`config.mk`:
```
export PLATFORM = sky130hd
export DESIGN_NAME = arith_decoder_aux_bin_step_core
export DESIGN_NICKNAME = d
export VERILOG_FILES = /design/src/hw/rtl/ardec_pkg.sv /design/src/hw/rtl/ardec_seq.sv /design/src/hw/rtl/ardec_dp.sv /design/src/hw/rtl/arith_decoder_aux_bin_step_core.sv
export SDC_FILE = /design/constraint.sdc
export NUM_CORES = 1
export LEC_CHECK = 0
export BUFFER_PORTS_ARGS = -buffer_cell sky130_fd_sc_hd__buf_4
export CAP_MARGIN = 30
export CORE_MARGIN = 5
export CORE_UTILIZATION = 50
export CTS_BUF_LIST = sky130_fd_sc_hd__clkbuf_4
export CTS_CLUSTER_DIAMETER = 40
export CTS_CLUSTER_SIZE = 25
export DETAILED_ROUTE_END_ITERATION = 7
export PLACE_DENSITY = 0.69
export SLEW_MARGIN = 20
export SYNTH_ARGS = -nofsm -noshare
export SYNTH_HDL_FRONTEND = slang
export SYNTH_SLANG_ARGS = --single-unit
export TNS_END_PERCENT = 5
```
`constraint.sdc`:
```
create_clock -name aclk -period 15.9 [get_ports aclk]
set_input_delay 4.77 -clock aclk [delete_from_list [all_inputs] [get_ports aclk]]
set_output_delay 4.77 -clock aclk [all_outputs]
set_load 0.02 [all_outputs]
```
`src/hw/rtl/ardec_pkg.sv`:
```
// Shared types, microcode table and shift table of the auxiliary bin decoder.
package ardec_pkg;

    localparam int PC_W = 4;

    typedef logic [PC_W-1:0] pc_t;

    typedef enum logic [3:0] {
        OP_BUMP,
        OP_TEST,
        OP_FIRST,
        OP_RENORM,
        OP_ZBYTE,
        OP_NORM,
        OP_COMMIT,
        OP_EARLY,
        OP_STARVE,
        OP_LOAD
    } op_t;

    typedef enum logic [1:0] {
        COND_NONE,
        COND_EARLY,
        COND_VAL_ZERO
    } cond_t;

    localparam pc_t PC_BUMP   = 4'd0;
    localparam pc_t PC_TEST   = 4'd1;
    localparam pc_t PC_FIRST  = 4'd2;
    localparam pc_t PC_RENORM = 4'd3;
    localparam pc_t PC_ZBYTE  = 4'd4;
    localparam pc_t PC_NORM   = 4'd5;
    localparam pc_t PC_COMMIT = 4'd6;
    localparam pc_t PC_EARLY  = 4'd7;
    localparam pc_t PC_STARVE = 4'd8;
    localparam pc_t PC_LOAD   = 4'd9;

    localparam logic [7:0]  RANGE_MAX    = 8'hff;
    localparam logic [7:0]  RANGE_RENORM = 8'hfe;
    localparam logic [10:0] VAL_BIAS     = 11'h100;
    localparam logic [7:0]  LIMIT_MAX    = 8'hff;
    localparam logic [3:0]  BYTE_BITS    = 4'd8;

    typedef struct packed {
        op_t   op;
        cond_t cond;
        pc_t   target;
        logic  last;
    } uword_t;

    typedef struct packed {
        logic early;
        logic val_zero;
        logic short_win;
    } stat_t;

    typedef struct packed {
        logic       flag;
        logic [6:0] bits_used;
        logic       starved;
    } res_t;

    function automatic uword_t ucode(pc_t pc);
        uword_t w;
        unique case (pc)
            PC_BUMP:   w = '{OP_BUMP,   COND_NONE,     PC_BUMP,   1'b0};
            PC_TEST:   w = '{OP_TEST,   COND_EARLY,    PC_EARLY,  1'b0};
            PC_FIRST:  w = '{OP_FIRST,  COND_NONE,     PC_FIRST,  1'b0};
            PC_RENORM: w = '{OP_RENORM, COND_NONE,     PC_RENORM, 1'b0};
            PC_ZBYTE:  w = '{OP_ZBYTE,  COND_VAL_ZERO, PC_ZBYTE,  1'b0};
            PC_NORM:   w = '{OP_NORM,   COND_NONE,     PC_NORM,   1'b0};
            PC_COMMIT: w = '{OP_COMMIT, COND_NONE,     PC_COMMIT, 1'b1};
            PC_EARLY:  w = '{OP_EARLY,  COND_NONE,     PC_EARLY,  1'b1};
            PC_STARVE: w = '{OP_STARVE, COND_NONE,     PC_STARVE, 1'b1};
            PC_LOAD:   w = '{OP_LOAD,   COND_NONE,     PC_LOAD,   1'b1};
            default:   w = '{OP_STARVE, COND_NONE,     PC_STARVE, 1'b1};
        endcase
        return w;
    endfunction

    function automatic logic [3:0] nib_shift(logic [3:0] n);
        logic [3:0] s;
        case (n)
            4'd0:            s = 4'd0;
            4'd1:            s = 4'd4;
            4'd2, 4'd3:      s = 4'd3;
            4'd4, 4'd5,
            4'd6, 4'd7:      s = 4'd2;
            default:         s = 4'd1;
        endcase
        return s;
    endfunction

    function automatic logic [3:0] norm_shift(logic [7:0] v);
        logic [3:0] s;
        if (v[7:4] == 4'd0) begin
            s = nib_shift(v[3:0]) + 4'd4;
        end else begin
            s = nib_shift(v[7:4]);
        end
        return s;
    endfunction

endpackage

```
`src/hw/rtl/ardec_seq.sv`:
```
// Microcode sequencer: step counter, control word fetch and conditional jumps.
module ardec_seq (
    input  logic              aclk,
    input  logic              aresetn,
    input  logic              start,
    input  logic              start_load,
    input  logic              en,
    input  ardec_pkg::stat_t  stat,
    output ardec_pkg::uword_t uword,
    output logic              busy
);
    import ardec_pkg::*;

    pc_t  pc_reg, pc_next;
    logic busy_reg, busy_next;
    logic jump;

    assign uword = ucode(pc_reg);
    assign busy  = busy_reg;

    always_comb begin
        pc_next   = pc_reg;
        busy_next = busy_reg;
        jump      = 1'b0;
        case (uword.cond)
            COND_EARLY:    jump = stat.early;
            COND_VAL_ZERO: jump = stat.val_zero;
            default:       jump = 1'b0;
        endcase
        if (start) begin
            pc_next   = start_load ? PC_LOAD : PC_BUMP;
            busy_next = 1'b1;
        end else if (busy_reg && en) begin
            if (uword.last) begin
                busy_next = 1'b0;
            end else if (stat.short_win) begin
                pc_next = PC_STARVE;
            end else if (jump) begin
                pc_next = uword.target;
            end else begin
                pc_next = pc_reg + 1'b1;
            end
        end
    end

    always_ff @(posedge aclk) begin
        if (!aresetn) begin
            pc_reg   <= PC_BUMP;
            busy_reg <= 1'b0;
        end else begin
            pc_reg   <= pc_next;
            busy_reg <= busy_next;
        end
    end

endmodule

```
`src/hw/rtl/ardec_dp.sv`:
```
// Datapath: engine state, working registers and stream bit window.
module ardec_dp #(
    parameter int WINDOW_BITS = 64
) (
    input  logic             aclk,
    input  logic             aresetn,
    input  logic             start,
    input  logic             run,
    input  ardec_pkg::op_t   op,
    input  logic             s_cmd,
    input  logic [63:0]      s_bit_window,
    input  logic [7:0]       s_load_range,
    input  logic [7:0]       s_load_value,
    input  logic [7:0]       s_load_low_count,
    input  logic [7:0]       s_load_limit,
    output ardec_pkg::stat_t stat,
    output ardec_pkg::res_t  res
);
    import ardec_pkg::*;

    localparam int POS_W = $clog2(WINDOW_BITS + 1);

    logic [7:0]             range_reg, value_reg, low_reg, limit_reg;
    logic [7:0]             rng_reg, rng_next;
    logic [10:0]            val_reg, val_next;
    logic [7:0]             lo_reg, lo_next;
    logic [7:0]             lim_reg, lim_next;
    logic [WINDOW_BITS-1:0] win_reg, win_next;
    logic [POS_W-1:0]       pos_reg, pos_next;

    logic [3:0]   take_n;
    logic         need_take;
    logic [7:0]   peek, take_bits;
    logic [POS_W:0] pos_sum;
    logic         eq, early, val_zero, short_win;
    logic [3:0]   sh;
    logic [8:0]   lim_sum;
    logic [3:0]   lim_add;

    assign eq        = lo_reg == limit_reg;
    assign early     = (lo_reg < limit_reg) || (eq && (val_reg < {3'b000, rng_reg}));
    assign val_zero  = val_reg == 11'd0;
    assign sh        = norm_shift(val_reg[7:0]);
    assign peek      = win_reg[WINDOW_BITS-1 -: 8];
    assign take_bits = peek >> (BYTE_BITS - take_n);
    assign pos_sum   = (POS_W + 1)'(pos_reg) + (POS_W + 1)'(take_n);
    assign short_win = need_take && (pos_sum > (POS_W + 1)'(WINDOW_BITS));
    assign lim_sum   = 9'(lim_reg) + 9'(lim_add);

    assign stat.early     = early;
    assign stat.val_zero  = val_zero;
    assign stat.short_win = short_win;

    assign res.flag      = op == OP_COMMIT;
    assign res.bits_used = (op == OP_COMMIT) ? 7'(pos_reg) : 7'd0;
    assign res.starved   = op == OP_STARVE;

    always_comb begin
        need_take = 1'b0;
        take_n    = 4'd0;
        lim_add   = 4'd0;
        rng_next  = rng_reg;
        val_next  = val_reg;
        lo_next   = lo_reg;
        unique case (op)
            OP_BUMP: begin
                if (rng_reg < RANGE_MAX) begin
                    rng_next = rng_reg + 8'd1;
                    lo_next  = lo_reg + 8'd1;
                end else begin
                    rng_next = 8'd0;
                end
            end
            OP_FIRST: begin
                if (eq) begin
                    val_next = val_reg - 11'(rng_reg);
                end else begin
                    need_take = 1'b1;
                    take_n    = 4'd1;
                    val_next  = ((val_reg << 1) | 11'(take_bits[0])) - 11'(rng_reg) + VAL_BIAS;
                end
            end
            OP_RENORM: begin
                if (rng_reg <= 8'd1) begin
                    need_take = 1'b1;
                    take_n    = 4'd1;
                    val_next  = (val_reg << 1) | 11'(take_bits[0]);
                    rng_next  = RANGE_RENORM;
                end else begin
                    rng_next = rng_reg - 8'd2;
                end
            end
            OP_ZBYTE: begin
                if (val_zero) begin
                    need_take = 1'b1;
                    take_n    = BYTE_BITS;
                    lim_add   = BYTE_BITS;
                    val_next  = 11'(take_bits);
                end
            end
            OP_NORM: begin
                if (val_reg < VAL_BIAS) begin
                    need_take = 1'b1;
                    take_n    = sh;
                    lim_add   = sh;
                    val_next  = (val_reg << sh) | 11'(take_bits);
                end
            end
            default: begin
            end
        endcase
        lim_next = lim_sum[8] ? LIMIT_MAX : lim_sum[7:0];
        win_next = win_reg << take_n;
        pos_next = pos_reg + POS_W'(take_n);
    end

    always_ff @(posedge aclk) begin
        if (start) begin
            win_reg <= s_bit_window[63 -: WINDOW_BITS];
            pos_reg <= '0;
            rng_reg <= range_reg;
            val_reg <= {3'b000, value_reg};
            lo_reg  <= low_reg;
            lim_reg <= 8'd0;
        end else if (run && !short_win) begin
            win_reg <= win_next;
            pos_reg <= pos_next;
            rng_reg <= rng_next;
            val_reg <= val_next;
            lo_reg  <= lo_next;
            lim_reg <= lim_next;
        end
    end

    always_ff @(posedge aclk) begin
        if (!aresetn) begin
            range_reg <= 8'd0;
            value_reg <= 8'd0;
            low_reg   <= 8'd0;
            limit_reg <= 8'd0;
        end else if (start && s_cmd) begin
            range_reg <= s_load_range;
            value_reg <= s_load_value;
            low_reg   <= s_load_low_count;
            limit_reg <= s_load_limit;
        end else if (run && op == OP_COMMIT) begin
            range_reg <= rng_reg;
            value_reg <= val_reg[7:0];
            low_reg   <= 8'd0;
            limit_reg <= lim_reg;
        end else if (run && op == OP_EARLY) begin
            range_reg <= rng_reg;
            low_reg   <= lo_reg;
        end
    end

endmodule

```
`src/hw/rtl/arith_decoder_aux_bin_step_core.sv`:
```
// Auxiliary bin decode engine: top level with handshakes and result register.
//
// Each transfer on the s_ channel is one command. A load command (s_cmd = 1)
// writes range, value and both counters and returns an all-zero result. A
// decode command runs a short microprogram, one step per clock (the last step
// waits while an earlier result is held), on the engine state and the first
// WINDOW_BITS bits of s_bit_window, and returns the flag, the bits consumed
// and a starvation mark (state left unchanged). A load runs only the LOAD
// step; a decode runs BUMP and TEST, then the early flag-0 exit EARLY or
// FIRST, RENORM, ZBYTE (repeated while the value is zero, one byte each),
// NORM and COMMIT; a step that runs out of bits leads to STARVE. The next
// command is taken in the cycle after the last step. The sequencer sets the
// steps, one control word per cycle with the same stall. The result sits in
// an output register: a new command is taken while the prior result waits on m_ready.
module arith_decoder_aux_bin_step_core #(
    parameter int WINDOW_BITS = 64
) (
    input  logic        aclk,
    input  logic        aresetn,
    input  logic        s_valid,
    output logic        s_ready,
    input  logic        s_cmd,
    input  logic [63:0] s_bit_window,
    input  logic [7:0]  s_load_range,
    input  logic [7:0]  s_load_value,
    input  logic [7:0]  s_load_low_count,
    input  logic [7:0]  s_load_limit,
    output logic        m_valid,
    input  logic        m_ready,
    output logic        m_flag,
    output logic [6:0]  m_bits_used,
    output logic        m_starved
);
    import ardec_pkg::*;

    uword_t uword;
    stat_t  stat;
    res_t   res;
    logic   busy, start, en, run;
    logic   m_valid_reg, m_valid_next;
    res_t   res_reg;

    assign s_ready = !busy;
    assign start   = s_valid && s_ready;
    assign en      = !(uword.last && m_valid_reg && !m_ready);
    assign run     = busy && en;

    ardec_seq u_seq (
        .aclk       (aclk),
        .aresetn    (aresetn),
        .start      (start),
        .start_load (s_cmd),
        .en         (en),
        .stat       (stat),
        .uword      (uword),
        .busy       (busy)
    );

    ardec_dp #(
        .WINDOW_BITS (WINDOW_BITS)
    ) u_dp (
        .aclk             (aclk),
        .aresetn          (aresetn),
        .start            (start),
        .run              (run),
        .op               (uword.op),
        .s_cmd            (s_cmd),
        .s_bit_window     (s_bit_window),
        .s_load_range     (s_load_range),
        .s_load_value     (s_load_value),
        .s_load_low_count (s_load_low_count),
        .s_load_limit     (s_load_limit),
        .stat             (stat),
        .res              (res)
    );

    always_comb begin
        m_valid_next = m_valid_reg;
        if (run && uword.last) begin
            m_valid_next = 1'b1;
        end else if (m_ready) begin
            m_valid_next = 1'b0;
        end
    end

    always_ff @(posedge aclk) begin
        if (!aresetn) begin
            m_valid_reg <= 1'b0;
        end else begin
            m_valid_reg <= m_valid_next;
        end
    end

    // hold the result until its transfer
    always_ff @(posedge aclk) begin
        if (run && uword.last) begin
            res_reg <= res;
        end
    end

    assign m_valid     = m_valid_reg;
    assign m_flag      = res_reg.flag;
    assign m_bits_used = res_reg.bits_used;
    assign m_starved   = res_reg.starved;

endmodule
```
==> results.tsv <==
metric	value	unit
grt.met3_usage	3.42	%
cap_violations	0	
grt-ovfl-total	0	
max_freq	0.149	GHz
tns	0	ps
grt_pass1_wl	56.6	mm
path_buf_inv	3	
die_w	170	um
route.detailed.wl_per_inst	18.9	um
min_period_over_period	42.3	%
stdcell_area	14100	sq um
synth_edf_count	97	
powerDensity	98.3	nW/um^2
clockRootBuffer	clkbuf_4	
r2r_cells	21	
start_util	50.7	%
vias	11200	
top_usage_layer	met2	
synthArstFlopShare	0	%
crit_chain	buf_4 > nor2b_4 > buf_4 > and2_1 > a41o_1 > buf_8 > o211ai_1 > o211a_1	
placed_cell_area	13800	sq um
slew_viol_final	0	
drc_errors	0	
status	completed	
whs	518	ps
postCtsSetupBuffers	0	
clk_path_buf_depth	2	
synth_cell_types	86	
port_buffers	111	
drtIter0Drc	1036	
met2_usage	37.5	%
cpMaxStageDelayCell	and2_1	
gp_congestion	0.955	
netlist_area	12800	sq um
cts_tree	done	
routed_via_density	5.99	
min_path_cells	2	
clkSinkCount	168	
final_antenna_net_count	0	
largest_register_ffs	64	
groute.layer.met1.usage	34.6	%
grtUsageTotal	24.2	%
hold_violations	0	
grt_max_degree	114	
grt_pass1_vias	10700	
worstSetupEndpointType	flip-flop	
die_h	170	um
power_frac_comb	38.4	%
ys_warn_count	0	
p_int	832	uW
synth_seq_cells	168	
worstPathArrival	7240	ps
yosysSeqAreaShare	33.9	%
critPathKind	in -> reg	
seqPwrFrac	42.4	%
max_stage_delay	810	ps
firstDrtPassIters	8	
synth_ff_type	edfxtp_1	
cp.required	16410	ps
fin_nets	1685	
post_cts_resized	0	
finClkSkew	33.9	ps
fin_util	56.0	%
ios	112	
placeableCoreArea	25200	sq um
startpoint_type	input pin	
rows	58	
setup_viol	0	
min_period	6730	ps
synth.net_count	1628	
p_sw	554	uW
crit_top_cell	buf_4	
path_depth	8	
numCtsBuffers	17	
synthCells	1471	
final_layout_size_suffix_gt1_share	12.5	%
hold_path.class	reg -> reg	
postCtsHoldBufs	0	
vdd_ir_drop_max	0.0000530	V
synth.avg_cell_area	8.68	sq um
finalWirelength	35.4	mm
areaGrowthSynthToFinish	10.5	%
crit_family	simple AND/OR/NAND/NOR gates	
worstPathMaxFanout	66	
clkPwrFrac	19.2	%
clk_pin_slew	170	ps
rsz0062_at_grt	no	
htreeDepth	4	
clock_latency	600	ps
dp_hpwl	25.6	mm
power.leakage	0.00597	uW
p_sw_share	40.0	%
max-slew-margin-rel	34.6	%
dieArea	28800	sq um
tightest_slew	982	ps
antenna_found_initial	1	
rrSetupSlack	9810	ps
==> final cells by class <==
type / count / area (sq um)
Fill cell: 2247 / 11100
Multi-Input combinational cell: 1159 / 7850
Sequential cell: 168 / 4330
Timing Repair Buffer: 129 / 1010
Tap cell: 330 / 413
Inverter: 53 / 201
Clock inverter: 14 / 158
Clock buffer: 18 / 135
Antenna cell: 1 / 2.50
==> through the flow <==
stage | instances | power (uW) | setup WS (ps)
floorplan | 1471 | 966 | 5760
global placement | 1835 | 1110 | 8230
detailed placement | 1836 | 1120 | 8140
CTS | 1868 | 1380 | 8810
global route | 1872 | 1470 | 8980
finish | 1872 | 1390 | 9170
==> placed cells by master (no fill, tap or decap), types with 25 or more instances in the layout <==
| cell | netlist | routed |
|---|---|---|
| a21oi_1 | 99 | 99 |
| inv_1 | 48 | 48 |
| o21ai_0 | 59 | 58 |
| nor2_1 | 131 | 131 |
| mux2i_1 | 201 | 201 |
| o211a_1 | 32 | 32 |
| buf_4 | 4 | 125 |
| ha_1 | 52 | 52 |
| edfxtp_1 | 97 | 97 |
| xnor2_1 | 25 | 25 |
| nand2_1 | 247 | 245 |
| o211ai_1 | 25 | 25 |
| dfxtp_1 | 71 | 71 |
| nand3_1 | 39 | 39 |
==> final timing paths <==
check / from / endpoint
worst max-delay path: s_valid / u_dp.range_reg[0]
worst min-delay path: u_dp.lim_reg[6] / u_dp.lim_reg[6]
worst max register to register: u_dp.val_reg[5] / flip-flop
worst min register to register: u_dp.lim_reg[6] / u_dp.lim_reg[6]
==> synthesized netlist by cell type (all sizes together), types with 32 or more instances <==
cell / number / area, sq um
a21oi: 100 / 504
dfxtp: 71 / 1420
o211a: 32 / 320
nand2: 247 / 927
nor2: 133 / 504
buf: 33 / 203
o21ai: 62 / 310
inv: 52 / 198
ha: 52 / 651
nand3: 39 / 195
edfxtp: 97 / 2910
clkbuf: 58 / 218
mux2i: 202 / 2030
==> power groups by stage <==
stage | sequential, uW | combinational, uW | clock (uW)
after global placement | 596 | 513 | 0
after floorplan | 569 | 397 | 0
after CTS | 587 | 524 | 270
after detailed placement | 597 | 519 | 0
after global routing | 594 | 590 | 290
final | 588 | 532 | 266
==> metal layers <==
metal  up-vias  share of wire, %
li1       5454                 -
met1      5256                46
met2       429                45
met3        70               6.2
met4         0               2.9
met5         -                 0
==> worst reg2reg max path, stage by stage, from the launching register on <==
cell      delay [ps]
edfxtp_1         660
nor3_4           500
mux2i_1          210
nor2_2           410
nand2_1          270
ha_1             570
mux4_2           360
mux2_2           290
nand2_1          100
ha_1             160
inv_1             60
ha_1             210
fa_1             420
a21o_1           180
a21oi_1          270
xnor2_1          160
nor2_1            50
a21oi_1          180
nor2_1            90
a211o_1          320
or3_1            400
and2_1           150
==> cell families after synthesis <==
kind of cell | count (synthesis) | share of synthesized area, %
buf+inv | 144 | 4.87
mux | 209 | 16.7
xor+xnor | 39 | 2.68
compound gates | 335 | 17.9
simple gates | 520 | 18.2
flops | 168 | 33.9
fa+ha+maj | 56 | 5.72
Power figures use the tool's default switching activity.
